[config.mk]
export PLATFORM = sky130hd
export DESIGN_NAME = dswrap_cell
export DESIGN_NICKNAME = d
export VERILOG_FILES = /design/src/design/dswrap_pkg.sv /design/src/design/dswrap_cell.sv
export SDC_FILE = /design/constraint.sdc
export NUM_CORES = 1
export LEC_CHECK = 0
export ABC_AREA = 1
export CAP_MARGIN = 20
export CORE_ASPECT_RATIO = 0.75
export CORE_UTILIZATION = 55
export CTS_BUF_LIST = sky130_fd_sc_hd__clkbuf_4
export CTS_CLUSTER_DIAMETER = 30
export DETAILED_ROUTE_END_ITERATION = 8
export DONT_BUFFER_PORTS = 1
export PLACE_DENSITY = 0.7
export SLEW_MARGIN = 20
export SYNTH_ARGS = -nofsm -noshare
export SYNTH_HDL_FRONTEND = slang
export SYNTH_SLANG_ARGS = --single-unit
[constraint.sdc]
create_clock -name clk -period 6.62 [get_ports clk]
set_input_delay 1.986 -clock clk [delete_from_list [all_inputs] [get_ports clk]]
set_output_delay 1.986 -clock clk [all_outputs]
set_load 0.02 [all_outputs]
[src/design/dswrap_pkg.sv]
// shared types, constants and helpers for the dictionary spell check and wrap block
// no dependencies
package dswrap_pkg;

  // register indexes on the configuration channel
  localparam logic [7:0] CFG_LINE_WIDTH   = 8'd0;
  localparam logic [7:0] CFG_MARKUP_EXTRA = 8'd1;

  // register reset values
  localparam logic [7:0] LINE_WIDTH_RST   = 8'd80;
  localparam logic [4:0] MARKUP_EXTRA_RST = 5'd11;

  // saturation limit of the printed width field
  localparam logic [6:0] PRINTED_MAX = 7'd63;

  // control flags that travel with each character down the cell chain
  typedef struct packed {
    logic valid;    // slot holds a character
    logic text;     // text character, else dictionary character
    logic last;     // closes the word
    logic active;   // position below the maximum word length
    logic wr_char;  // dictionary character to store in the target cell
    logic wr_len;   // dictionary word end, store length in the target cell
    logic trunc;    // word has dropped characters so far
    logic ovf;      // some dictionary word dropped so far
    logic found;    // match collected along the chain
  } tok_flags_t;

  // ascii case folding, only A-Z map to a-z
  function automatic logic [7:0] fold(input logic [7:0] c);
    logic [7:0] r;
    r = c;
    if (c >= 8'd65 && c <= 8'd90) begin
      r = c + 8'd32;
    end
    return r;
  endfunction

endpackage

[src/design/dswrap_cell.sv]
// one dictionary slot of the compare chain, plus its pipeline stage
// depends on dswrap_pkg
module dswrap_cell import dswrap_pkg::*; #(
  parameter int MAX_LEN    = 30,
  parameter int DICT_WORDS = 64,
  parameter int IDX        = 0
) (
  input  logic                            clk,
  input  logic                            rst,
  input  logic                            en,
  input  tok_flags_t                      flags_in,
  input  logic [7:0]                      sym_in,
  input  logic [$clog2(MAX_LEN+1)-1:0]    pos_in,
  input  logic [$clog2(MAX_LEN+1)-1:0]    len_in,
  input  logic [$clog2(DICT_WORDS+1)-1:0] count_in,
  output tok_flags_t                      flags_out,
  output logic [7:0]                      sym_out,
  output logic [$clog2(MAX_LEN+1)-1:0]    pos_out,
  output logic [$clog2(MAX_LEN+1)-1:0]    len_out,
  output logic [$clog2(DICT_WORDS+1)-1:0] count_out
);

  localparam int LW = $clog2(MAX_LEN + 1);
  localparam int CW = $clog2(DICT_WORDS + 1);
  localparam int PW = (MAX_LEN > 1) ? $clog2(MAX_LEN) : 1;

  logic [7:0]    chars [MAX_LEN];
  logic [LW-1:0] length;
  logic          match;

  logic [PW-1:0] pos_idx;
  logic          hit;
  logic          match_new;
  logic          mine;
  logic          stored;
  logic          found_here;
  tok_flags_t    flags_next;

  assign pos_idx    = pos_in[PW-1:0];
  assign hit        = (pos_in < length) && (fold(chars[pos_idx]) == fold(sym_in));
  assign match_new  = (flags_in.active & flags_in.text) ? (match & hit) : match;
  assign mine       = count_in == CW'(IDX);
  assign stored     = CW'(IDX) < count_in;
  assign found_here = flags_in.valid & flags_in.last & flags_in.text & stored &
                      match_new & (length == len_in);

  always_comb begin
    flags_next       = flags_in;
    flags_next.found = flags_in.found | found_here;
  end

  always_ff @(posedge clk) begin
    if (rst) begin
      match     <= 1'b1;
      flags_out <= '0;
    end else if (en) begin
      flags_out <= flags_next;
      if (flags_in.valid) begin
        // every word end rearms the match bit
        match <= flags_in.last ? 1'b1 : match_new;
      end
    end
  end

  // slot storage and stage payload
  always_ff @(posedge clk) begin
    if (en) begin
      sym_out   <= sym_in;
      pos_out   <= pos_in;
      len_out   <= len_in;
      count_out <= count_in;
      if (flags_in.valid && flags_in.wr_char && mine) begin
        chars[pos_idx] <= sym_in;
      end
      if (flags_in.valid && flags_in.wr_len && mine) begin
        length <= len_in;
      end
    end
  end

endmodule

; Yosys cells after proc, flatten, opt, wreduce, memory -nomap -nowiden
; Memories as Yosys holds them, arrays and structs flattened.
; Index checks and enable logic that the tools add are counted.
[classes]
n_lt_le_gt_ge = 6
muxes = 7
reduce_logical = 10
add_sub_neg = 2
mul = 0
div_mod_pow = 0
eq_ne = 2
n_bitwise = 8
shift = 0
[op_table]
columns = operator, count
row1 = $add A8 B6 Y8 const B, 2
row2 = $ge A8 B7 Y1 const B, 2
row3 = $le A8 B7 Y1 const B, 2
row4 = $mux W8, 2
row5 = $eq A8 B8 Y1, 1
row6 = $and A1 B1 Y1, 7
row7 = $logic_and A1 B1 Y1, 7
row8 = $logic_not A7 Y1, 1
row9 = $lt A1 B7 Y1 const A, 1
row10 = $eq A5 B5 Y1, 1
row11 = $lt A5 B5 Y1, 1
row12 = $mux W1, 5
row13 = $reduce_and A2 Y1, 2
row14 = $or A1 B1 Y1, 1
[totals]
input_bits = 37
mem_bits_rw = 240
latchBits = 0
register_bits = 40
output_inout_bits = 34
memories = 1
mem_bits_ro = 0
[mem_list]
columns = memory, words, word_bits, read_ports, rd_ports_with_merged_regs, write_ports, line
row1 = chars, 30, 8, 1, 0, 1, dswrap_cell.sv:27  ; logic [7:0] chars [MAX_LEN];

; Longest topological paths before layout
; An unclocked memory read counts as a cell.
[depth]
word_depth = 11
ltp_mapped = 25

; Least setup slack after synthesis
; Ideal clock, no wire load.
[synth_path]
kind = input to register
startpoint = input count_in[1]
endpoint = memory chars[11][0] (enable)
t_required_ns = 6.225
stages = 6
slack_ns = 1.979
arrival_ns = 4.246
path_cell_list = or4_1 > nor4_1 > nand2_1 > nor2_1 > nand3_1 > nor4_1
[synth_via]
elab_chain_len = 5
[synth_rtl]
columns = element, line
row1 = from (decl), dswrap_cell.sv:15  ; input logic [$clog2(DICT_WORDS+1)-1:0] count_in,
row2 = $logic_not A7 Y1, dswrap_cell.sv:42  ; assign mine = count_in == CW'(IDX);
row3 = $logic_and A1 B1 Y1, dswrap_cell.sv:72  ; if (flags_in.valid && flags_in.wr_char && mine) begin
row4 = $mux W1, dswrap_cell.sv:72
row5 = $mux W1, dswrap_cell.sv:67  ; if (en) begin
row6 = $mux W1 (not written as such), dswrap_cell.sv:73  ; chars[pos_idx] <= sym_in;
row7 = to (decl), dswrap_cell.sv:27
; Every way passes these cells.

; Worst setup path in the final report
[layout_path]
startpoint = input count_in[1]
endpoint = memory chars[15][1] (enable)
; The elaborated chain is that of the path after synthesis.

==> results_dict.tcl <==
set metrics [dict create \
    status "finished, final reports clean" \
    post_cts_resized 0 \
    synth_edf_count 270 \
    clk_path_buf_depth 3 \
    die_w_um 171 \
    crit_path_end_kind "flop" \
    die-area_um2 22000 \
    rsz0062_at_grt "false" \
    skew_ps 39.6 \
    synth.avg_cell_area_um2 10.8 \
    cp.required_ps 6870 \
    grt_max_degree 114 \
    grt_pass1_wl_um 41300 \
    cts_root_buf "clkbuf_4" \
    seq_area_um2 8310 \
    rows 45 \
    io_buffers 0 \
    clock_latency_ps 660 \
    wirelength_um 27100 \
    synthDistinctLibCells 32 \
    fin_crit_sh_pct 65.6 \
    gp_congestion 0.852 \
    final_util_pct 62.5 \
    via_count 7871 \
    diodes 0 \
    cts_tree "done" \
    antenna_found_initial 0 \
    detail-route-antenna-nets 0 \
    worstMarginPinSlew_ps 925 \
    fmax_ghz 0.230 \
    h-tree-depth 3 \
    hpwl_um 15800 \
    worst_setup_path_start_kind "input pin" \
    drtIter0Drc 818 \
    netlist_instances 1092 \
    core_area_um2 20600 \
    critPathMaxFanout 9 \
    io-pin-count 71 \
    drt_first_pass_iters 5 \
    cts.hold.buffers_added 0 \
    nets 1172 \
    yosysSeqAreaShare_pct 70.6 \
    final_layout_size_suffix_gt1_share_pct 11.7 \
    hold_viol_final 0 \
    viasPerCell 5.39 \
    hold_depth 2 \
    syn-num-nets 1135 \
    synth_seq_cells 280 \
    min_path_type "flop to flop" \
    fillers 1702 \
    arrival_ps 4600 \
    finalSetupViolCount 0 \
    grt_remaining_overflow 0 \
    die-height_um 129 \
    ys.flop_type "edfxtp_1" \
    hold-worst-slack_ps 498 \
    clock-sinks 280 \
    stdcell_count 1459 \
    setup_tns_ps 0 \
    p_leak_nw 5.14 \
    critPathKind "input pin to flop" \
    crit_chain "or4_1, nor4_1, nand2_1, nor2_1, buf_4, nand3_1, nor4_2" \
    power_density_nw_per_um2 277 \
    cap_viol_max_count 0 \
    syn_area_um2 11800 \
    critical-path-max-stage-delay_ps 770 \
    multi_input_area_um2 3120 \
    cts_buffers 66 \
    crit_slowest_cell "nor4_2" \
    start_util_pct 57.1 \
    min_period_ps 4340 \
    wl_per_cell_um 18.6 \
    track_usage_pct 25.7 \
    maxSlewViolCount 0 \
    grt_pass1_vias 7495 \
    clkTransAtPathRegs_ps 60 \
    ys_warn_count 0 \
    drcViolationCount 0 \
    syn_to_final_growth_pct 9.46 \
    post-place-cells 1343 \
    async_flop_share_pct 0 \
    relSlewSlack_pct 37.8 \
    peakVddDrop_uv 198 \
    reg2reg_depth 15 \
    postCtsSetupRepairBufs 0 \
]
==> flip-flops by register name (all words and copies together), names as in the netlist <==
register   flops
chars        240
flags_out      9
sym_out        8
count_out      7
len_out        5
length         5
pos_out        5
match          1
==> cells by family after synthesis <==
logic type	Yosys count	synth area share, %
DFF	280	70.6
adders and majority gates	6	0.638
buffers and inverters	79	2.97
AOI/OAI and AO/OA	36	1.69
xor gates and xnor gates	8	0.712
and+or+nand+nor	683	23.4
==> cells in the final DEF, fill, tap and decap left out, drive strengths merged <==
cell	n
nand2	545
edfxtp	270
clkbuf	102
nor2	64
inv	41
nand3	34
nand4	15
a21oi	15
o21ai	14
nor3	11
dfxtp	10
clkinv	10
buf	9
nor4	7
ha	6
or2	5
o211ai	5
xor2	4
xnor2	3
bufinv	2
or4	1
o21bai	1
a2111oi	1
xnor3	1
nor3b	1
==> path summary, 6_finish.rpt <==
check	slack (ps)	from	end
max	2280	count_in[1]	chars[15][1]
min	500	match	match
max reg2reg	4300	chars[28][6]	flags_out[0]
min reg2reg	500	match	match
==> worst max-delay path, delay by kind of cell <==
kind                   cells  cell delay (ps)
and+or+nand+nor            6             2370
buffers and inverters      1              250
==> layer usage <==
layer | global-route usage (%) | share of wire [%]
met1 | 37.4 | 45
met2 | 37.5 | 44
met3 | 6.46 | 8.6
met4 | 9.87 | 2.1
met5 | 0 | 0
==> power breakdown <==
group	internal (W)	total [W]	switching, W	leakage [nW]
sequential	0.00196	0.00199	0.0000271	2.53
combinational	0.0000487	0.000152	0.000103	2.08
clock	0.000779	0.00143	0.000653	0.529
==> per-stage QoR <==
stage,worst slack (ps),area (um2),total power [W]
floorplan,1980,11800,0.00215
global placement,1550,12000,0.00217
detailed placement,1620,12000,0.00217
CTS,2320,12900,0.00359
global route,2180,12900,0.00370
finish,2280,12900,0.00357
==> area by class of cell <==
class                      count  share of cell area (%)
sequential                   280                    64.5
multi-input combinational    733                    24.2
clock buffer                 102                    5.94
tap                          282                    2.74
inverter                      39                    1.14
clock inverter                14                   0.826
timing repair buffer           9                   0.622
==> synthesized netlist by cell type, types with 2 or more instances <==
| cell | count | share of area, % |
|---|---|---|
| nand2_1 | 545 | 17 |
| clkbuf_1 | 9 | 0.29 |
| edfxtp_1 | 270 | 69 |
| xor2_1 | 4 | 0.30 |
| nor2_1 | 61 | 1.9 |
| a21oi_1 | 15 | 0.64 |
| nor4_1 | 7 | 0.37 |
| dfxtp_1 | 10 | 1.7 |
| nand4_1 | 15 | 0.80 |
| ha_1 | 6 | 0.64 |
| o211ai_1 | 5 | 0.32 |
| buf_1 | 7 | 0.22 |
| o21ai_0 | 14 | 0.60 |
| nor3_2 | 7 | 0.60 |
| buf_4 | 4 | 0.26 |
| buf_6 | 2 | 0.19 |
| buf_2 | 18 | 0.77 |
| inv_1 | 37 | 1.2 |
| nand3_2 | 2 | 0.17 |
| nand3_1 | 32 | 1.4 |
| nor3_1 | 4 | 0.17 |
| nor2_2 | 2 | 0.11 |
| or2_2 | 5 | 0.27 |
| xnor2_1 | 3 | 0.22 |
No activity file was read; power rests on OpenSTA's default activity.
