$ cat src/design/dswrap_pkg.sv
// shared types, constants and helpers for the dictionary spell check and wrap block
// no dependencies
package dswrap_pkg;

  // register indexes on the configuration channel
  localparam logic [7:0] CFG_LINE_WIDTH   = 8'd0;
  localparam logic [7:0] CFG_MARKUP_EXTRA = 8'd1;

  // register reset values
  localparam logic [7:0] LINE_WIDTH_RST   = 8'd80;
  localparam logic [4:0] MARKUP_EXTRA_RST = 5'd11;

  // saturation limit of the printed width field
  localparam logic [6:0] PRINTED_MAX = 7'd63;

  // control flags that travel with each character down the cell chain
  typedef struct packed {
    logic valid;    // slot holds a character
    logic text;     // text character, else dictionary character
    logic last;     // closes the word
    logic active;   // position below the maximum word length
    logic wr_char;  // dictionary character to store in the target cell
    logic wr_len;   // dictionary word end, store length in the target cell
    logic trunc;    // word has dropped characters so far
    logic ovf;      // some dictionary word dropped so far
    logic found;    // match collected along the chain
  } tok_flags_t;

  // ascii case folding, only A-Z map to a-z
  function automatic logic [7:0] fold(input logic [7:0] c);
    logic [7:0] r;
    r = c;
    if (c >= 8'd65 && c <= 8'd90) begin
      r = c + 8'd32;
    end
    return r;
  endfunction

endpackage

$ cat src/design/dswrap_tail.sv
// tail stage: printed width, greedy line wrap and the result register
// depends on dswrap_pkg
module dswrap_tail import dswrap_pkg::*; #(
  parameter int MAX_LEN = 30
) (
  input  logic                         clk,
  input  logic                         rst,
  input  logic                         en,
  input  tok_flags_t                   flags,
  input  logic [$clog2(MAX_LEN+1)-1:0] len,
  input  logic [7:0]                   line_width,
  input  logic [4:0]                   markup_extra,
  output logic                         out_valid,
  output logic                         found,
  output logic                         break_before,
  output logic [5:0]                   printed_width,
  output logic [7:0]                   column,
  output logic                         truncated,
  output logic                         dict_overflow
);

  logic [7:0] row_used;
  logic       first_word;

  logic       res;
  logic [6:0] width;
  logic [9:0] sum;
  logic       brk;
  logic [7:0] row_next;

  assign res      = flags.valid & flags.last & flags.text;
  assign width    = 7'(len) + (flags.found ? 7'd0 : 7'(markup_extra));
  assign sum      = 10'(row_used) + 10'(width) + 10'd1;
  assign brk      = ~first_word && (sum > 10'(line_width));
  assign row_next = (first_word || brk) ? 8'(width) : sum[7:0];

  always_ff @(posedge clk) begin
    if (rst) begin
      out_valid  <= 1'b0;
      row_used   <= '0;
      first_word <= 1'b1;
    end else if (en) begin
      out_valid <= res;
      if (res) begin
        row_used   <= row_next;
        first_word <= 1'b0;
      end
    end
  end

  always_ff @(posedge clk) begin
    if (en && res) begin
      found         <= flags.found;
      break_before  <= brk;
      printed_width <= (width > PRINTED_MAX) ? 6'(PRINTED_MAX) : width[5:0];
      column        <= row_next;
      truncated     <= flags.trunc;
      dict_overflow <= flags.ovf;
    end
  end

`ifndef SYNTHESIS
  a_first_no_break: assert property (@(posedge clk) disable iff (rst)
    (en && res && first_word) |=> !break_before)
    else $error("first text word reported a line break");

  a_break_column: assert property (@(posedge clk) disable iff (rst)
    (out_valid && break_before && printed_width != 6'(PRINTED_MAX))
      |-> column == 8'(printed_width))
    else $error("column after a break differs from the printed width");
`endif

endmodule

$ cat config.mk
export PLATFORM = sky130hd
export DESIGN_NAME = dswrap_tail
export DESIGN_NICKNAME = d
export VERILOG_FILES = /design/src/design/dswrap_pkg.sv /design/src/design/dswrap_tail.sv
export SDC_FILE = /design/constraint.sdc
export NUM_CORES = 1
export LEC_CHECK = 0
export BUFFER_PORTS_ARGS = -buffer_cell sky130_fd_sc_hd__buf_2
export CELL_PAD_IN_SITES_DETAIL_PLACEMENT = 0
export CELL_PAD_IN_SITES_GLOBAL_PLACEMENT = 1
export CORE_UTILIZATION = 41
export DETAILED_ROUTE_END_ITERATION = 6
export GPL_ROUTABILITY_DRIVEN = 0
export PLACE_DENSITY_LB_ADDON = 0.1
export SYNTH_ARGS = -nofsm -noshare
export SYNTH_HDL_FRONTEND = slang
export SYNTH_SLANG_ARGS = --single-unit
$ cat constraint.sdc
create_clock -name clk -period 7.2 [get_ports clk]
set_clock_uncertainty 0.2 [all_clocks]
set_input_delay 1.44 -clock clk [delete_from_list [all_inputs] [get_ports clk]]
set_output_delay 1.44 -clock clk [all_outputs]
set_load 0.005 [all_outputs]
## Word-level counts from Yosys, hierarchy flattened

Cells that the tools add are included.

- Shift-type cells: 0
- $mul: 0
- Magnitude comparators: 2
- Reduce and logical (&&, ||, !) cells: 4
- Mux-type cells: 2
- Divide/modulo/power cells: 0
- Equal/unequal tests: 0
- Bitwise gates (word level): 3
- $add $sub $neg: 3

Operator list:

| cell | number |
|---|---|
| adder 9 x 1 -> 10 bit, second input constant | 1 |
| greater-than comparator 10 x 8 -> 1 bit | 1 |
| adder 8 x 6 -> 9 bit | 1 |
| two-way mux 8 bit | 1 |
| adder 5 x 5 -> 6 bit | 1 |
| greater-than comparator 6 bit, second input constant | 1 |
| two-way mux 5 bit | 1 |
| bitwise AND 1 bit | 2 |
| logical AND 1 bit | 2 |
| AND reduction 2 bit | 1 |
| logical OR 1 bit | 1 |
| inverter 1 bit | 1 |

- Memory bits (writable): 0
- Memory bits (read-only): 0
- Latch bits: 0
- Register bits after elaboration: 28
- Memories kept: 0
- Word-level logic and storage cells: 23
- Bits of input ports: 30

## Depth between registers and ports, before layout

- Depth in word-level cells: 8
- Gate-level depth with buffers: 17

## Least setup slack after synthesis

Ideal clock, no wire load.

- Kind: input to register
- From: input port markup_extra[0]
- To: register column[2] (data pin)
- Data arrival time: 5.107 ns
- Required time: 6.738 ns
- Setup slack: 1.631 ns
- Stages: 17
- Cell sequence: nor2b_1 -> ha_1 -> fa_1 -> a21o_1 -> a21oi_1 -> xnor2_1 -> ha_1 -> o21ai_0 -> a211oi_1 -> a311oi_1 -> inv_1 -> ha_1 -> nand4_1 -> o22ai_4 -> a32o_2 -> nand2_2 -> mux2_1

- Longest elaborated chain between the ends: 8

Ends and longest elaborated chain:

| element | line | text |
|---|---|---|
| start: declaration | dswrap_tail.sv:12 | `input logic [4:0] markup_extra,` |
| two-way mux 5 bit | dswrap_tail.sv:32 | `assign width = 7'(len) + (flags.found ? 7'd0 : 7'(markup_extra));` |
| adder 5 x 5 -> 6 bit | dswrap_tail.sv:32 |  |
| via width[4] | dswrap_tail.sv:26 | `logic [6:0] width;` |
| adder 8 x 6 -> 9 bit | dswrap_tail.sv:33 | `assign sum = 10'(row_used) + 10'(width) + 10'd1;` |
| adder 9 x 1 -> 10 bit | dswrap_tail.sv:33 |  |
| greater-than comparator 10 x 8 -> 1 bit | dswrap_tail.sv:34 | `assign brk = ~first_word && (sum > 10'(line_width));` |
| logical AND 1 bit | dswrap_tail.sv:34 |  |
| logical OR 1 bit | dswrap_tail.sv:35 | `assign row_next = (first_word \|\| brk) ? 8'(width) : sum[7:0];` |
| two-way mux 8 bit | dswrap_tail.sv:35 |  |
| via row_next[2] | dswrap_tail.sv:29 | `logic [7:0] row_next;` |
| end signal: assignment | dswrap_tail.sv:56 | `column <= row_next;` |
| end: declaration | dswrap_tail.sv:17 | `output logic [7:0] column,` |

The timed path passes the listed nets, and every way through them passes these cells.
A chain may end at the register's enable or synchronous reset.

## Final worst setup path

- From: input port markup_extra[0]
- To: register column[5] (data pin)

- Longest elaborated chain between the ends: 8

Ends and longest elaborated chain:

| element | line |
|---|---|
| two-way mux 5 bit * | dswrap_tail.sv:32 |
| adder 5 x 5 -> 6 bit * | dswrap_tail.sv:32 |
| via width[4] | dswrap_tail.sv:26 |
| adder 8 x 6 -> 9 bit * | dswrap_tail.sv:33 |
| adder 9 x 1 -> 10 bit * | dswrap_tail.sv:33 |
| greater-than comparator 10 x 8 -> 1 bit | dswrap_tail.sv:34 |
| logical AND 1 bit | dswrap_tail.sv:34 |
| logical OR 1 bit | dswrap_tail.sv:35 |
| two-way mux 8 bit * | dswrap_tail.sv:35 |
| via row_next[5] | dswrap_tail.sv:29 |

The timed path passes the listed nets; every way through them passes the cells marked *.

==> reports/results.tsv <==
metric	value	unit
grt_max_degree	27	
antenna_cells	0	
ys_async_sr_fraction	0	
use_met2	0.328	
drc	2	
required	7.04	ns
fin_crit_sh	0.837	
die_h	71.0	um
cts.sinks	28	
hold_buffers	0	
maxCapViolations	0	
top_usage_layer	met2	
ys_warn_count	0	
clockBufferDepth	2	
ir_worst_vdd	0.0785	mV
synth_nets	234	
dieArea	0.00504	mm^2
hpwl	3280	um
setup_viol	0	
violations	DRC	
port-buffer-count	45	
synth_cell_types	54	
syn_inst	183	
drv_slew	0	
ant_nets	0	
grt_pass1_vias	1557	
p_leak	0.000974	uW
min_path_type	reg2reg	
tns	0	ns
syn_avg_cell_area	10.7	um^2
grt.met3_usage	0.0242	
end_kind	register	
grt_use_total	0.183	
die_x	71.0	um
start_kind	input port	
met1_usage	0.238	
post-route-min-period	6.03	ns
fmax	0.166	GHz
ys_ff_latch	28	
dpl_cell_area	0.00221	mm^2
insertion_delay	0.28	ns
cts-root-buf	clkbuf_8	
syn2layout_area_growth	16.9	%
ys_seq_area_frac	0.380	
cts.htree.levels	1	
vias	1545	
cts_resized	0	
arrival	5.87	ns
crit_fanout	8	
fp-row-count	24	
power_density	189	mW/mm^2
rsz0062_at_grt	no	
clk_pin_slew	0.10	ns
final_area	0.00228	mm^2
synth_edf_count	18	
hold_violations	0	
fin_nets	279	
vias_per_cell	5.54	
gr-total-overflow	0	
start_util	0.436	
postCtsSetupRepairBufs	0	
dr.pass1.iters	7	
coreArea	0.00447	mm^2
relSlewSlack	0.381	
syn_area	0.00195	mm^2
status	complete, but fails checks	
fillCellCount	400	
antenna_found_initial	0	
io_pins	49	
wl_per_cell	15.6	um
synthFlopType	edfxtp_1	
tightest_slew	0.923	ns
final_common_cell	buf_2	
routed_wl	4350	um
cts_tree	built	
final_cell_mix	buf_2, ha_1, edfxtp_1, inv_1	
whs_path_depth	2	
ff2ff_path_depth	12	
numCtsBuffers	3	
grt_pass1_wl	7220	um
dr.first_iter.drc_count	67	
drive_above_1_share	0.282	
worstSetupPathType	in2reg	
==> worst max-delay path: stages <==
cell and delay [ns]:
buf_2 0.09, nor2b_1 0.12, ha_1 0.22, fa_1 0.44, a21o_1 0.20, a21oi_1 0.26
xnor2_1 0.24, ha_1 0.33, o21ai_0 0.24, a211oi_1 0.09, a311oi_1 0.49, inv_1 0.10
ha_1 0.37, nand4_1 0.15, o22ai_4 0.23, a32o_2 0.31, nand2_2 0.18, mux2_1 0.36
==> registers in the layout (all words and copies together) (netlist names) <==
signal	cells
first_word	1
printed_width	6
column	8
truncated	1
dict_overflow	1
found	1
out_valid	1
break_before	1
row_used	8
==> synth_stat cells, types with 2 or more instances <==
master,n,area share
nor4_1,3,0.0096
o21ai_0,5,0.013
clkbuf_1,3,0.0058
nor3_1,3,0.0077
nand3b_1,2,0.0077
a21o_1,7,0.027
xnor2_1,6,0.027
nor2_1,10,0.019
dfxtp_1,10,0.10
mux2_1,4,0.023
a211oi_1,5,0.019
nand4_1,3,0.0096
nand2b_1,2,0.0064
inv_1,16,0.031
o21a_1,3,0.012
a311oi_1,2,0.0090
ha_1,19,0.12
o21ai_1,3,0.0077
xor2_1,2,0.0090
nand3_1,5,0.013
fa_1,2,0.021
edfxtp_1,18,0.28
o211ai_1,2,0.0077
a21oi_1,5,0.013
nand2_1,6,0.012
and2_1,3,0.0096
nor2b_1,7,0.022
==> final timing paths <==
kind / from / to / slack [ns]
setup / recovery: markup_extra[0] / column[5] / 1.17
hold / removal: out_valid / out_valid / 0.29
setup reg to reg: row_used[1] / column[5] / 3.13
hold reg to reg: out_valid / out_valid / 0.29
==> final cells by class <==
cell class / count / area [um^2] / area share
Tap cell: 52 / 65.1 / 0.0285
Inverter: 17 / 63.8 / 0.0280
Clock buffer: 3 / 41.3 / 0.0181
Clock inverter: 1 / 30.0 / 0.0132
Multi-Input combinational cell: 133 / 1110 / 0.488
Timing Repair Buffer: 45 / 225 / 0.0988
Sequential cell: 28 / 741 / 0.325
==> layer usage <==
| metal | vias up | wire length, um |
|---|---|---|
| met4 | 0 | 37 |
| met1 | 731 | 2070 |
| met2 | 32 | 2090 |
| met3 | 5 | 155 |
| li1 | 777 | - |
| met5 | - | 0 |
==> power breakdown <==
part	leakage (uW)	total (uW)	internal [uW]	switching (uW)
combinational	0.000693	123	53.7	68.9
sequential	0.000246	179	178	1.69
clock	0.0000357	130	74.6	55.1
==> per-stage QoR <==
stage	hold WS, ns	std cells	utilization	worst slack [ns]	total power, uW
global route	0.329	279	0.510	0.811	455
CTS	0.300	279	0.510	1.18	435
floorplan	0.263	183	-	1.63	274
detailed placement	0.284	275	0.494	0.898	305
finish	0.292	279	0.510	1.17	432
global placement	0.254	275	0.494	0.932	302
==> kinds of logic after synthesis <==
family / count (synthesis) / share of synthesized area
AOI/OAI and AO/OA: 50 / 0.228
xor gates and xnor gates: 8 / 0.0359
adders and majority gates: 21 / 0.142
buffers and inverters: 22 / 0.0494
DFF: 28 / 0.380
muxes: 4 / 0.0231
and+or+nand+nor: 50 / 0.142
No activity file was read; power rests on OpenSTA's default activity.
