**src/design/dswrap_pkg.sv**
```systemverilog
// shared types, constants and helpers for the dictionary spell check and wrap block
// no dependencies
package dswrap_pkg;

  // register indexes on the configuration channel
  localparam logic [7:0] CFG_LINE_WIDTH   = 8'd0;
  localparam logic [7:0] CFG_MARKUP_EXTRA = 8'd1;

  // register reset values
  localparam logic [7:0] LINE_WIDTH_RST   = 8'd80;
  localparam logic [4:0] MARKUP_EXTRA_RST = 5'd11;

  // saturation limit of the printed width field
  localparam logic [6:0] PRINTED_MAX = 7'd63;

  // control flags that travel with each character down the cell chain
  typedef struct packed {
    logic valid;    // slot holds a character
    logic text;     // text character, else dictionary character
    logic last;     // closes the word
    logic active;   // position below the maximum word length
    logic wr_char;  // dictionary character to store in the target cell
    logic wr_len;   // dictionary word end, store length in the target cell
    logic trunc;    // word has dropped characters so far
    logic ovf;      // some dictionary word dropped so far
    logic found;    // match collected along the chain
  } tok_flags_t;

  // ascii case folding, only A-Z map to a-z
  function automatic logic [7:0] fold(input logic [7:0] c);
    logic [7:0] r;
    r = c;
    if (c >= 8'd65 && c <= 8'd90) begin
      r = c + 8'd32;
    end
    return r;
  endfunction

endpackage

```
**src/design/dswrap_front.sv**
```systemverilog
// front stage: word position, dictionary fill count and sticky flags
// depends on dswrap_pkg
module dswrap_front import dswrap_pkg::*; #(
  parameter int MAX_LEN    = 30,
  parameter int DICT_WORDS = 64
) (
  input  logic                            clk,
  input  logic                            rst,
  input  logic                            en,
  input  logic                            take,
  input  logic                            kind,
  input  logic [7:0]                      symbol,
  input  logic                            last,
  output tok_flags_t                      flags,
  output logic [7:0]                      sym,
  output logic [$clog2(MAX_LEN+1)-1:0]    pos,
  output logic [$clog2(MAX_LEN+1)-1:0]    len,
  output logic [$clog2(DICT_WORDS+1)-1:0] count
);

  localparam int LW = $clog2(MAX_LEN + 1);
  localparam int CW = $clog2(DICT_WORDS + 1);

  logic [LW-1:0] word_pos;
  logic [CW-1:0] dict_count;
  logic          overflow_seen;
  logic          word_trunc;

  logic          active;
  logic          full;
  logic [LW-1:0] len_now;
  logic          trunc_now;
  logic          ovf_now;

  assign active    = word_pos < LW'(MAX_LEN);
  assign full      = dict_count == CW'(DICT_WORDS);
  assign len_now   = active ? word_pos + LW'(1) : word_pos;
  assign trunc_now = word_trunc | ~active;
  assign ovf_now   = overflow_seen | (last & ~kind & full);

  always_ff @(posedge clk) begin
    if (rst) begin
      word_pos      <= '0;
      dict_count    <= '0;
      overflow_seen <= 1'b0;
      word_trunc    <= 1'b0;
      flags         <= '0;
    end else if (en) begin
      flags.valid   <= take;
      flags.text    <= kind;
      flags.last    <= last;
      flags.active  <= active;
      flags.wr_char <= ~kind & active & ~full;
      flags.wr_len  <= last & ~kind & ~full;
      flags.trunc   <= trunc_now;
      flags.ovf     <= ovf_now;
      flags.found   <= 1'b0;
      if (take) begin
        overflow_seen <= ovf_now;
        if (last) begin
          word_pos   <= '0;
          word_trunc <= 1'b0;
          if (~kind && ~full) begin
            dict_count <= dict_count + CW'(1);
          end
        end else begin
          word_pos   <= len_now;
          word_trunc <= trunc_now;
        end
      end
    end
  end

  always_ff @(posedge clk) begin
    if (en) begin
      sym   <= symbol;
      pos   <= word_pos;
      len   <= len_now;
      count <= dict_count;
    end
  end

`ifndef SYNTHESIS
  a_trunc_at_max: assert property (@(posedge clk) disable iff (rst)
    word_trunc |-> word_pos == LW'(MAX_LEN))
    else $error("truncation flag set below the maximum word length");

  a_ovf_when_full: assert property (@(posedge clk) disable iff (rst)
    overflow_seen |-> dict_count == CW'(DICT_WORDS))
    else $error("dictionary overflow seen while slots remain");
`endif

endmodule

```
**config.mk**
```make
export PLATFORM = sky130hd
export DESIGN_NAME = dswrap_front
export DESIGN_NICKNAME = d
export VERILOG_FILES = /design/src/design/dswrap_pkg.sv /design/src/design/dswrap_front.sv
export SDC_FILE = /design/constraint.sdc
export NUM_CORES = 1
export LEC_CHECK = 0
export ABC_AREA = 1
export BUFFER_PORTS_ARGS = -buffer_cell sky130_fd_sc_hd__buf_2
export CORE_ASPECT_RATIO = 2
export CORE_UTILIZATION = 40
export DETAILED_ROUTE_END_ITERATION = 6
export PLACE_DENSITY_LB_ADDON = 0.25
export SYNTH_ARGS = -nofsm -noshare
export SYNTH_HDL_FRONTEND = slang
export SYNTH_SLANG_ARGS = --single-unit
```
**constraint.sdc**
```tcl
create_clock -name clk -period 1.65 [get_ports clk]
set_clock_uncertainty 0.1 [all_clocks]
set_input_delay 0.33 -clock clk [delete_from_list [all_inputs] [get_ports clk]]
set_output_delay 0.33 -clock clk [all_outputs]
set_load 0.005 [all_outputs]
```
# ---- Yosys cells after proc, flatten, opt, wreduce, memory -nomap -nowiden
# Index checks and enable logic that the tools add are counted.
dict set report totals {
  elab_cells 36
  reg_bits 47
  input_bits 14
}
dict set report op_classes {
  eq_ne 1
  addsub 2
  n_reduce_logical 3
  n_mux 3
  n_bitwise 10
  order_cmp 1
}
# cell n
set ops {}
lappend ops {{$mux W5} 2}
lappend ops {{$add A7 B1 Y7 const B} 1}
lappend ops {{$eq A7 B7 Y1 const B} 1}
lappend ops {{$add A5 B1 Y5 const B} 1}
lappend ops {{$and A1 B1 Y1} 5}
lappend ops {{$lt A5 B5 Y1 const B} 1}
lappend ops {{$reduce_and A4 Y1} 1}
lappend ops {{$not A1 Y1} 3}
lappend ops {{$or A1 B1 Y1} 2}
lappend ops {{$reduce_and A2 Y1} 1}
lappend ops {{$logic_and A1 B1 Y1} 1}
lappend ops {{$mux W1} 1}

# ---- Longest topological paths before layout
# Gate-level depths: netlist of run 1.
dict set report logic_depth {
  word_depth 4
  ltp_mapped 9
  ltp_nobuf 9
}

# ---- Least setup slack after synthesis of run 1
# OpenSTA, ideal clock, no wires.
dict set report synth_path {
  path_kind {register -> register}
  start {reg dict_count[0]}
  end {reg dict_count[1]}
  required_time_ps 1434
  setup_slack_ps 351
  setup_time_ps 116
  path_stages_with_launch 9
  n_path_buf 0
  arrival_ps 1084
  path_cell_list {dfxtp_1 > inv_1 > ha_1 > nand2_1 > inv_1 > nand3_4 > nand2_4 > o21ai_0 > nor2_1}
}
dict set report synth_via {
  elab_chain_len 4
  word_cells_on_any_way 5
}
# element line_no
set synth_lines {}
lappend synth_lines {{start, declared} dswrap_front.sv:25} ;# logic [CW-1:0] dict_count;
lappend synth_lines {{start signal, assigned} dswrap_front.sv:64} ;# dict_count <= dict_count + CW'(1);
lappend synth_lines {{branches (longest 4 deep; another with $add A7 B1 Y7)} --}
# Parallel ways; which one is timed is not known.
# A chain may end at the register's enable or synchronous reset.

# ---- Worst setup path in the final report of run 1
dict set report layout_path {
  start {reg dict_count[0]}
  end {reg dict_count[2]}
}
# Same word-level chain as after synthesis.

==> results of run 1 <==
==> cell type report <==
class,count,area (um^2)
Clock inverter,2,8.76
Clock buffer,6,72.6
Inverter,19,71.3
Sequential cell,47,1190
Tap cell,55,68.8
Multi-Input combinational cell,109,633
Fill cell,458,2290
Timing Repair Buffer,50,260
==> layer usage <==
| metal | part of all wire, % | routed length (um) |
|---|---|---|
| met5 | 0 | 0 |
| met1 | 36 | 1250 |
| met2 | 56 | 1920 |
| met4 | 4.5 | 156 |
| met3 | 3.3 | 115 |
==> power by group <==
group          switching [mW]  leakage (nW)  internal [mW]
combinational          0.0809         0.482         0.0609
clock                   0.350        0.0426          0.291
sequential             0.0160         0.431           1.28
==> registers in the layout (all words and copies together) (netlist names) <==
register       flops
flags              8
sym                8
count              7
dict_count         7
len                5
pos                5
word_pos           5
overflow_seen      1
word_trunc         1
==> worst min-delay path by stage <==
stage | from | cells after the start | to | slack (ns)
detailed placement | overflow_seen | 2 | overflow_seen | 0.35
CTS | symbol[0] | 1 | sym[0] | 0.10
finish | symbol[0] | 1 | sym[0] | 0.11
global placement | overflow_seen | 2 | overflow_seen | 0.34
floorplan | dict_count[2] | 0 | count[2] | 0.30
global route | symbol[5] | 1 | sym[5] | 0.09
==> stage by stage <==
stage	utilization (%)	hold slack [ns]
4_1_cts	50.1	0.100
6_report	50.1	0.112
2_1_floorplan	-	0.303
3_3_place_gp	48.4	0.340
3_5_place_dp	48.4	0.345
5_1_grt	50.1	0.0938
==> cell usage after synthesis, drive strengths merged, types with 3 or more instances <==
master / n / area, um^2
a21oi: 15 / 97.6
buf: 5 / 27.5
dfxtp: 22 / 440
edfxtp: 25 / 751
ha: 3 / 37.5
inv: 19 / 71.3
nand2: 39 / 169
nand3: 11 / 82.6
nand4: 5 / 31.3
nor2: 19 / 106
o21ai: 6 / 33.8
==> cell families (layout without fill, tap and decap cells) <==
logic type / Yosys count / count (layout) / share of synthesized area (%)
xor+xnor: 3 / 3 / 1.37
other cells: 1 / 1 / 0.195
simple gates: 78 / 78 / 21.4
buf+inv: 24 / 77 / 5.14
fa+ha+maj: 3 / 3 / 1.95
flops: 47 / 47 / 61.9
compound gates: 24 / 24 / 8.00
==> flow_metrics.py, run 1 <==
metrics = {
    "sta": {
        "timing.final.crit_share_pct": 88.5,
        "fmax_mhz": 685,
        "setup_slack_ns": 0.190,
        "period_minus_slack_ns": 1.46,
        "tns_ns": 0,
        "finalMaxSlewViolations": 0,
        "hold_viol_final": 0,
        "setup_viol": 0,
        "rsz0062_at_grt": "false",
    },
    "synth": {
        "syn-num-nets": 197,
        "synth_area_per_cell_um2": 10.7,
        "syn_area_um2": 1920,
        "ys_seq_area_share_pct": 61.9,
        "ys_types": 29,
        "synthArstFlopShare_pct": 0,
        "synth-edff-count": 25,
        "synth-seq-cells": 47,
        "syn-instance-count": 180,
        "yosysWarnings": 0,
        "dominantRegCellSynth": "edfxtp_1",
    },
    "worst_setup_path": {
        "worst-path-buf-inv": 3,
        "cp.depth": 9,
        "crit_path_end": "dict_count[2]",
        "setup.worst_path.start_class": "flop",
        "regToRegStartpoint": "dict_count[0]",
        "max_stage_delay_ns": 0.43,
        "cp-startpoint": "dict_count[0]",
        "cpMaxStageDelayCell": "dfxtp_1",
        "worstRegToRegCells": 9,
        "crit_required_ns": 1.78,
        "worstPathArrival_ns": 1.59,
        "crit_path_end_kind": "flop",
        "r2r_slack_ns": 0.19,
        "rr_endpoint": "dict_count[2]",
        "crit_chain": "inv_1 > ha_1 > nand2_1 > inv_1 > nand3_4 > nand2_4 > inv_2 > nand2_1 > a21oi_2",
        "crit_type": "reg2reg",
        "worstPathMaxFanout": 7,
        "cp_top_family": "flip-flops",
    },
    "pwr": {
        "power_mw": 2.08,
        "power_density_nw_per_um2": 900,
        "p_leak_nw": 0.956,
        "peakVddDrop_uv": 632,
    },
    "clock_tree": {
        "clk_path_buf_depth": 2,
        "post_cts_resized": 0,
        "clkSinkCount": 47,
        "cts_hold_buf": 0,
        "cts_tree": "yes",
        "cts_made_buffers": 5,
        "htree_levels": 2,
        "worstSkewPairLatency_ns": 0.29,
        "cts_setup_buffers": 0,
        "cts-root-buf": "clkbuf_8",
        "clkTransAtPathRegs_ns": 0.08,
    },
    "floorplanning": {
        "std_cell_rows": 35,
        "dieArea_um2": 5110,
        "initial_utilization_pct": 41.8,
        "die_w_um": 51.0,
        "die_h_um": 100,
        "coreArea_um2": 4600,
        "boundaryPins": 48,
    },
    "layout": {
        "drive_gt1_share_pct": 34.8,
        "layout_common_cells": "46 x buf_2, 34 x nand2_1, 25 x edfxtp_1",
        "nets": 249,
        "final_common_cell": "buf_2",
        "instances_no_fill": 288,
        "antenna_cells": 0,
        "syn_to_final_growth_pct": 19.9,
        "design_area_um2": 2310,
    },
    "grt": {
        "busiest_layer": "met2",
        "grt_pass1_vias": 1286,
        "grt_use_met3_pct": 2.27,
        "met2_usage_pct": 26.7,
        "overflow": 0,
        "grt_start_max_net_pins": 17,
        "antenna_found_initial": 0,
        "grt_use_total_pct": 14.9,
        "grtUsageMet1_pct": 14.7,
        "grt_first_pass_wirelength_mm": 5.63,
    },
    "place": {
        "place_area_um2": 2220,
        "portBuffers": 46,
        "place_congestion": 0.816,
        "hpwl_mm": 2.72,
        "dp_cells": 280,
        "place_ws_ns": 0.201,
    },
    "routing": {
        "viasPerCell": 4.72,
        "drtIter0Drc": 15,
        "wl_per_cell_um": 12.0,
        "postRouteAntennaNets": 0,
        "routed_wl_mm": 3.45,
        "first_pass_iters": 3,
        "vias": 1359,
        "drc_errors": 0,
    },
    "min_path": {
        "holdCritPathClass": "in2reg",
    },
    "outcome": {
        "outcome": "complete, no violations",
    },
    "flow_run": {
        "cap_violations": 0,
    },
}
No activity file was read; power rests on OpenSTA's default activity.
==> run 2, diff against run 1 <==
- CORE_MARGIN: default -> 4
==> flow_metrics.py, run 2 (same netlist as run 1, synthesis figures left out) <==
metrics = {
    "outcome": {
        "outcome": "complete, no violations",
    },
    "place": {
        "hpwl_mm": 2.76,
        "place_congestion": 0.828,
        "dp_cells": 280,
        "place_area_um2": 2220,
        "place_ws_ns": 0.230,
        "portBuffers": 46,
    },
    "routing": {
        "vias": 1386,
        "first_pass_iters": 4,
        "drtIter0Drc": 15,
        "wl_per_cell_um": 12.6,
        "postRouteAntennaNets": 0,
        "viasPerCell": 4.81,
        "drc_errors": 0,
        "routed_wl_mm": 3.62,
    },
    "grt": {
        "grt_pass1_vias": 1329,
        "overflow": 0,
        "grt_first_pass_wirelength_mm": 6.20,
        "grt_start_max_net_pins": 22,
        "grt_use_total_pct": 13.3,
        "antenna_found_initial": 0,
    },
    "floorplanning": {
        "dieArea_um2": 6050,
        "coreArea_um2": 4640,
        "std_cell_rows": 35,
        "initial_utilization_pct": 41.4,
        "boundaryPins": 48,
        "die_w_um": 57.0,
        "die_h_um": 106,
    },
    "sta": {
        "fmax_mhz": 693,
        "setup_slack_ns": 0.208,
        "finalMaxSlewViolations": 0,
        "rsz0062_at_grt": "false",
        "period_minus_slack_ns": 1.44,
        "tns_ns": 0,
        "timing.final.crit_share_pct": 87.4,
        "setup_viol": 0,
        "hold_viol_final": 0,
        "holdWs_ns": 0.104,
    },
    "clock_tree": {
        "cts_tree": "yes",
        "clkTransAtPathRegs_ns": 0.09,
        "worstSkewPairLatency_ns": 0.29,
        "cts_made_buffers": 5,
        "clk_path_buf_depth": 2,
        "htree_levels": 2,
        "cts_setup_buffers": 0,
        "cts-root-buf": "clkbuf_8",
        "cts_hold_buf": 0,
        "clkSinkCount": 47,
        "post_cts_resized": 0,
    },
    "worst_setup_path": {
        "setup.worst_path.start_class": "flop",
        "regToRegStartpoint": "dict_count[0]",
        "crit_path_end_kind": "flop",
        "cp_top_family": "flip-flops",
        "cp-startpoint": "dict_count[0]",
        "cpMaxStageDelayCell": "dfxtp_1",
        "crit_type": "reg2reg",
        "worst-path-buf-inv": 3,
        "crit_required_ns": 1.78,
        "crit_chain": "inv_1 > ha_1 > nand2_1 > inv_1 > nand3_4 > nand2_4 > inv_2 > nand2_1 > a21oi_2",
        "worstPathArrival_ns": 1.58,
        "worstPathMaxFanout": 7,
        "max_stage_delay_ns": 0.43,
    },
    "pwr": {
        "power_mw": 2.11,
        "p_leak_nw": 0.954,
        "peakVddDrop_uv": 517,
        "power_density_nw_per_um2": 912,
    },
    "flow_run": {
        "cap_violations": 0,
    },
    "layout": {
        "fin_util_pct": 49.8,
        "drive_gt1_share_pct": 35.6,
        "instances_no_fill": 288,
        "antenna_cells": 0,
        "syn_to_final_growth_pct": 20.3,
        "fillers": 473,
        "final_common_cell": "buf_2",
        "design_area_um2": 2310,
        "layout_common_cells": "46 x buf_2, 34 x nand2_1, 25 x edfxtp_1",
        "reg.largest.list": "flags x8, sym x8",
        "nets": 249,
    },
    "min_path": {
        "hp-start": "symbol[0]",
        "holdCritPathClass": "in2reg",
    },
}
-- run 2: cell types whose count changed in the layout (fill, tap and decap cells not counted), sizes merged --
cell / previous run / this run
clkinvlp: 0 / 2
clkbuf: 6 / 5
clkinv: 2 / 1
-- run 2: routing by layer --
metal	track usage (%)	part of all wire (%)	vias to the layer above
met5	0	0	-
met4	7.13	1.6	0
met3	2.92	4.7	4
met2	24.5	58	38
met1	13.3	36	643
li1	-	-	701
-- run 2: report_power, final --
part | leakage, nW | switching, mW | total [mW] | internal [mW]
Combinational | 0.483 | 0.0815 | 0.141 | 0.0594
Sequential | 0.431 | 0.0156 | 1.29 | 1.28
Clock | 0.0402 | 0.382 | 0.677 | 0.295
Total | 0.954 | 0.479 | 2.11 | 1.63
-- run 2: worst paths after layout --
path	endpoint	slack, ns	cells after the start
worst max-delay path	dict_count[3]	0.21	9
worst max register to register	dict_count[3]	0.21	9
worst min register to register	overflow_seen	0.36	2
worst min-delay path	sym[0]	0.10	1
-- run 2: cell type report --
| type | count | area [um^2] | area share (%) |
|---|---|---|---|
| sequential | 47 | 1190 | 51.5 |
| multi-input combinational | 109 | 633 | 27.4 |
| timing repair buffer | 50 | 260 | 11.2 |
| inverter | 19 | 71.3 | 3.08 |
| clock buffer | 5 | 68.8 | 2.97 |
| tap | 55 | 68.8 | 2.97 |
| clock inverter | 3 | 20.0 | 0.865 |
==> run 3, diff against run 2 <==
- CORE_ASPECT_RATIO: 2 -> 1.1
==> flow_metrics.py, run 3 (same netlist as run 1, synthesis figures left out) <==
metrics = {
    "outcome": {
        "outcome": "complete, no violations",
    },
    "routing": {
        "wl_per_cell_um": 12.2,
        "first_pass_iters": 4,
        "drtIter0Drc": 83,
        "vias": 1371,
        "drc_errors": 0,
        "postRouteAntennaNets": 0,
        "routed_wl_mm": 3.53,
        "viasPerCell": 4.76,
    },
    "grt": {
        "grt_pass1_vias": 1292,
        "antenna_found_initial": 0,
        "grt_first_pass_wirelength_mm": 5.94,
        "grt_start_max_net_pins": 26,
        "grt_use_total_pct": 12.6,
        "overflow": 0,
    },
    "floorplanning": {
        "coreArea_um2": 4650,
        "boundaryPins": 48,
        "dieArea_um2": 5980,
        "std_cell_rows": 26,
        "die_h_um": 80.7,
        "initial_utilization_pct": 41.3,
        "die_w_um": 74.1,
    },
    "place": {
        "portBuffers": 46,
        "place_congestion": 0.738,
        "hpwl_mm": 2.52,
    },
    "pwr": {
        "peakVddDrop_uv": 597,
        "power_mw": 2.41,
        "p_leak_nw": 0.974,
        "power_density_nw_per_um2": 1030,
    },
    "worst_setup_path": {
        "cpMaxStageDelayCell": "dfxtp_1",
        "worstPathArrival_ns": 1.59,
        "rr_endpoint": "dict_count[2]",
        "crit_path_end_kind": "flop",
        "max_stage_delay_ns": 0.41,
        "regToRegStartpoint": "dict_count[0]",
        "crit_type": "reg2reg",
        "worstRegToRegCells": 9,
        "crit_chain": "inv_1 > ha_1 > nand2_1 > inv_1 > nand3_4 > nand2_4 > inv_2 > nand2_1 > a21oi_2",
        "setup.worst_path.start_class": "flop",
        "crit_required_ns": 1.78,
        "r2r_slack_ns": 0.19,
        "worstPathMaxFanout": 7,
    },
    "layout": {
        "reg.largest.list": "flags x8, sym x8",
        "multi_input_area_um2": 633,
        "regArea_um2": 1190,
        "fillers": 430,
        "fin_util_pct": 50.5,
        "final_common_cell": "buf_2",
        "drive_gt1_share_pct": 34.9,
        "nets": 248,
        "antenna_cells": 0,
        "layout_common_cells": "46 x buf_2, 34 x nand2_1, 25 x edfxtp_1",
        "syn_to_final_growth_pct": 22.3,
    },
    "clock_tree": {
        "cts_tree": "yes",
        "htree_levels": 2,
        "cts-root-buf": "clkbuf_8",
        "clkTransAtPathRegs_ns": 0.08,
        "post_cts_resized": 0,
        "clk_path_buf_depth": 2,
        "cts_hold_buf": 0,
        "worstSkewPairLatency_ns": 0.30,
        "cts_made_buffers": 5,
        "cts_setup_buffers": 0,
        "clkSinkCount": 47,
    },
    "min_path": {
        "hold_depth": 1,
        "holdCritPathClass": "in2reg",
        "worstHoldEndpoint": "sym[6]",
        "hp-start": "symbol[6]",
    },
    "sta": {
        "setup_viol": 0,
        "fmax_mhz": 685,
        "tns_ns": 0,
        "rsz0062_at_grt": "false",
        "hold_viol_final": 0,
        "timing.final.crit_share_pct": 88.4,
        "period_minus_slack_ns": 1.46,
        "finalMaxSlewViolations": 0,
    },
    "flow_run": {
        "cap_violations": 0,
    },
}
run 3: cell type report:
class / count / share of cell area [%]
clock inverter: 2 / 2.55
timing repair buffer: 49 / 10.8
inverter: 19 / 3.03
multi-input combinational: 109 / 26.9
tap: 56 / 2.98
clock buffer: 6 / 3.09
sequential: 47 / 50.7
run 3: worst max-delay path by stage:
stage / from / endpoint / slack (ns) / depth (start not counted)
CTS: dict_count[0] / dict_count[2] / 0.17 / 9
floorplan: dict_count[0] / dict_count[1] / 0.35 / 8
global placement: dict_count[0] / dict_count[3] / 0.27 / 9
finish: dict_count[0] / dict_count[2] / 0.19 / 9
global route: dict_count[0] / dict_count[0] / 0.04 / 8
detailed placement: dict_count[0] / dict_count[2] / 0.21 / 9
run 3: per-layer routing:
layer  up-vias  share of wire [%]  wire length [um]  track usage [%]
met2        49                 43              1520             19.2
met1       618                 46              1610             16.7
met4         0                1.1                40             3.08
met3         5                 10               351             5.01
met5         -                  0                 0                0
li1        699                  -                 -                -
run 3: worst max-delay path: cells and delay by family (launching register included):
| family | cells | cell delay, ns |
|---|---|---|
| flops | 1 | 0.41 |
| fa+ha+maj | 1 | 0.19 |
| buf+inv | 3 | 0.25 |
| compound gates | 1 | 0.11 |
| simple gates | 4 | 0.34 |
run 3: power breakdown:
| group | switching [mW] | internal, mW |
|---|---|---|
| sequential | 0.0155 | 1.28 |
| clock | 0.374 | 0.605 |
| combinational | 0.0810 | 0.0594 |
run 3: stage by stage:
stage | setup slack (ns) | area (um^2) | cells | hold slack, ns
final | 0.191 | 2350 | 288 | 0.106
after global routing | 0.0369 | 2350 | 288 | 0.0886
after CTS | 0.169 | 2350 | 288 | 0.0931
after detailed placement | 0.212 | 2220 | 280 | 0.345
after global placement | 0.274 | 2220 | 280 | 0.346
after floorplan | 0.351 | 1920 | 180 | 0.303
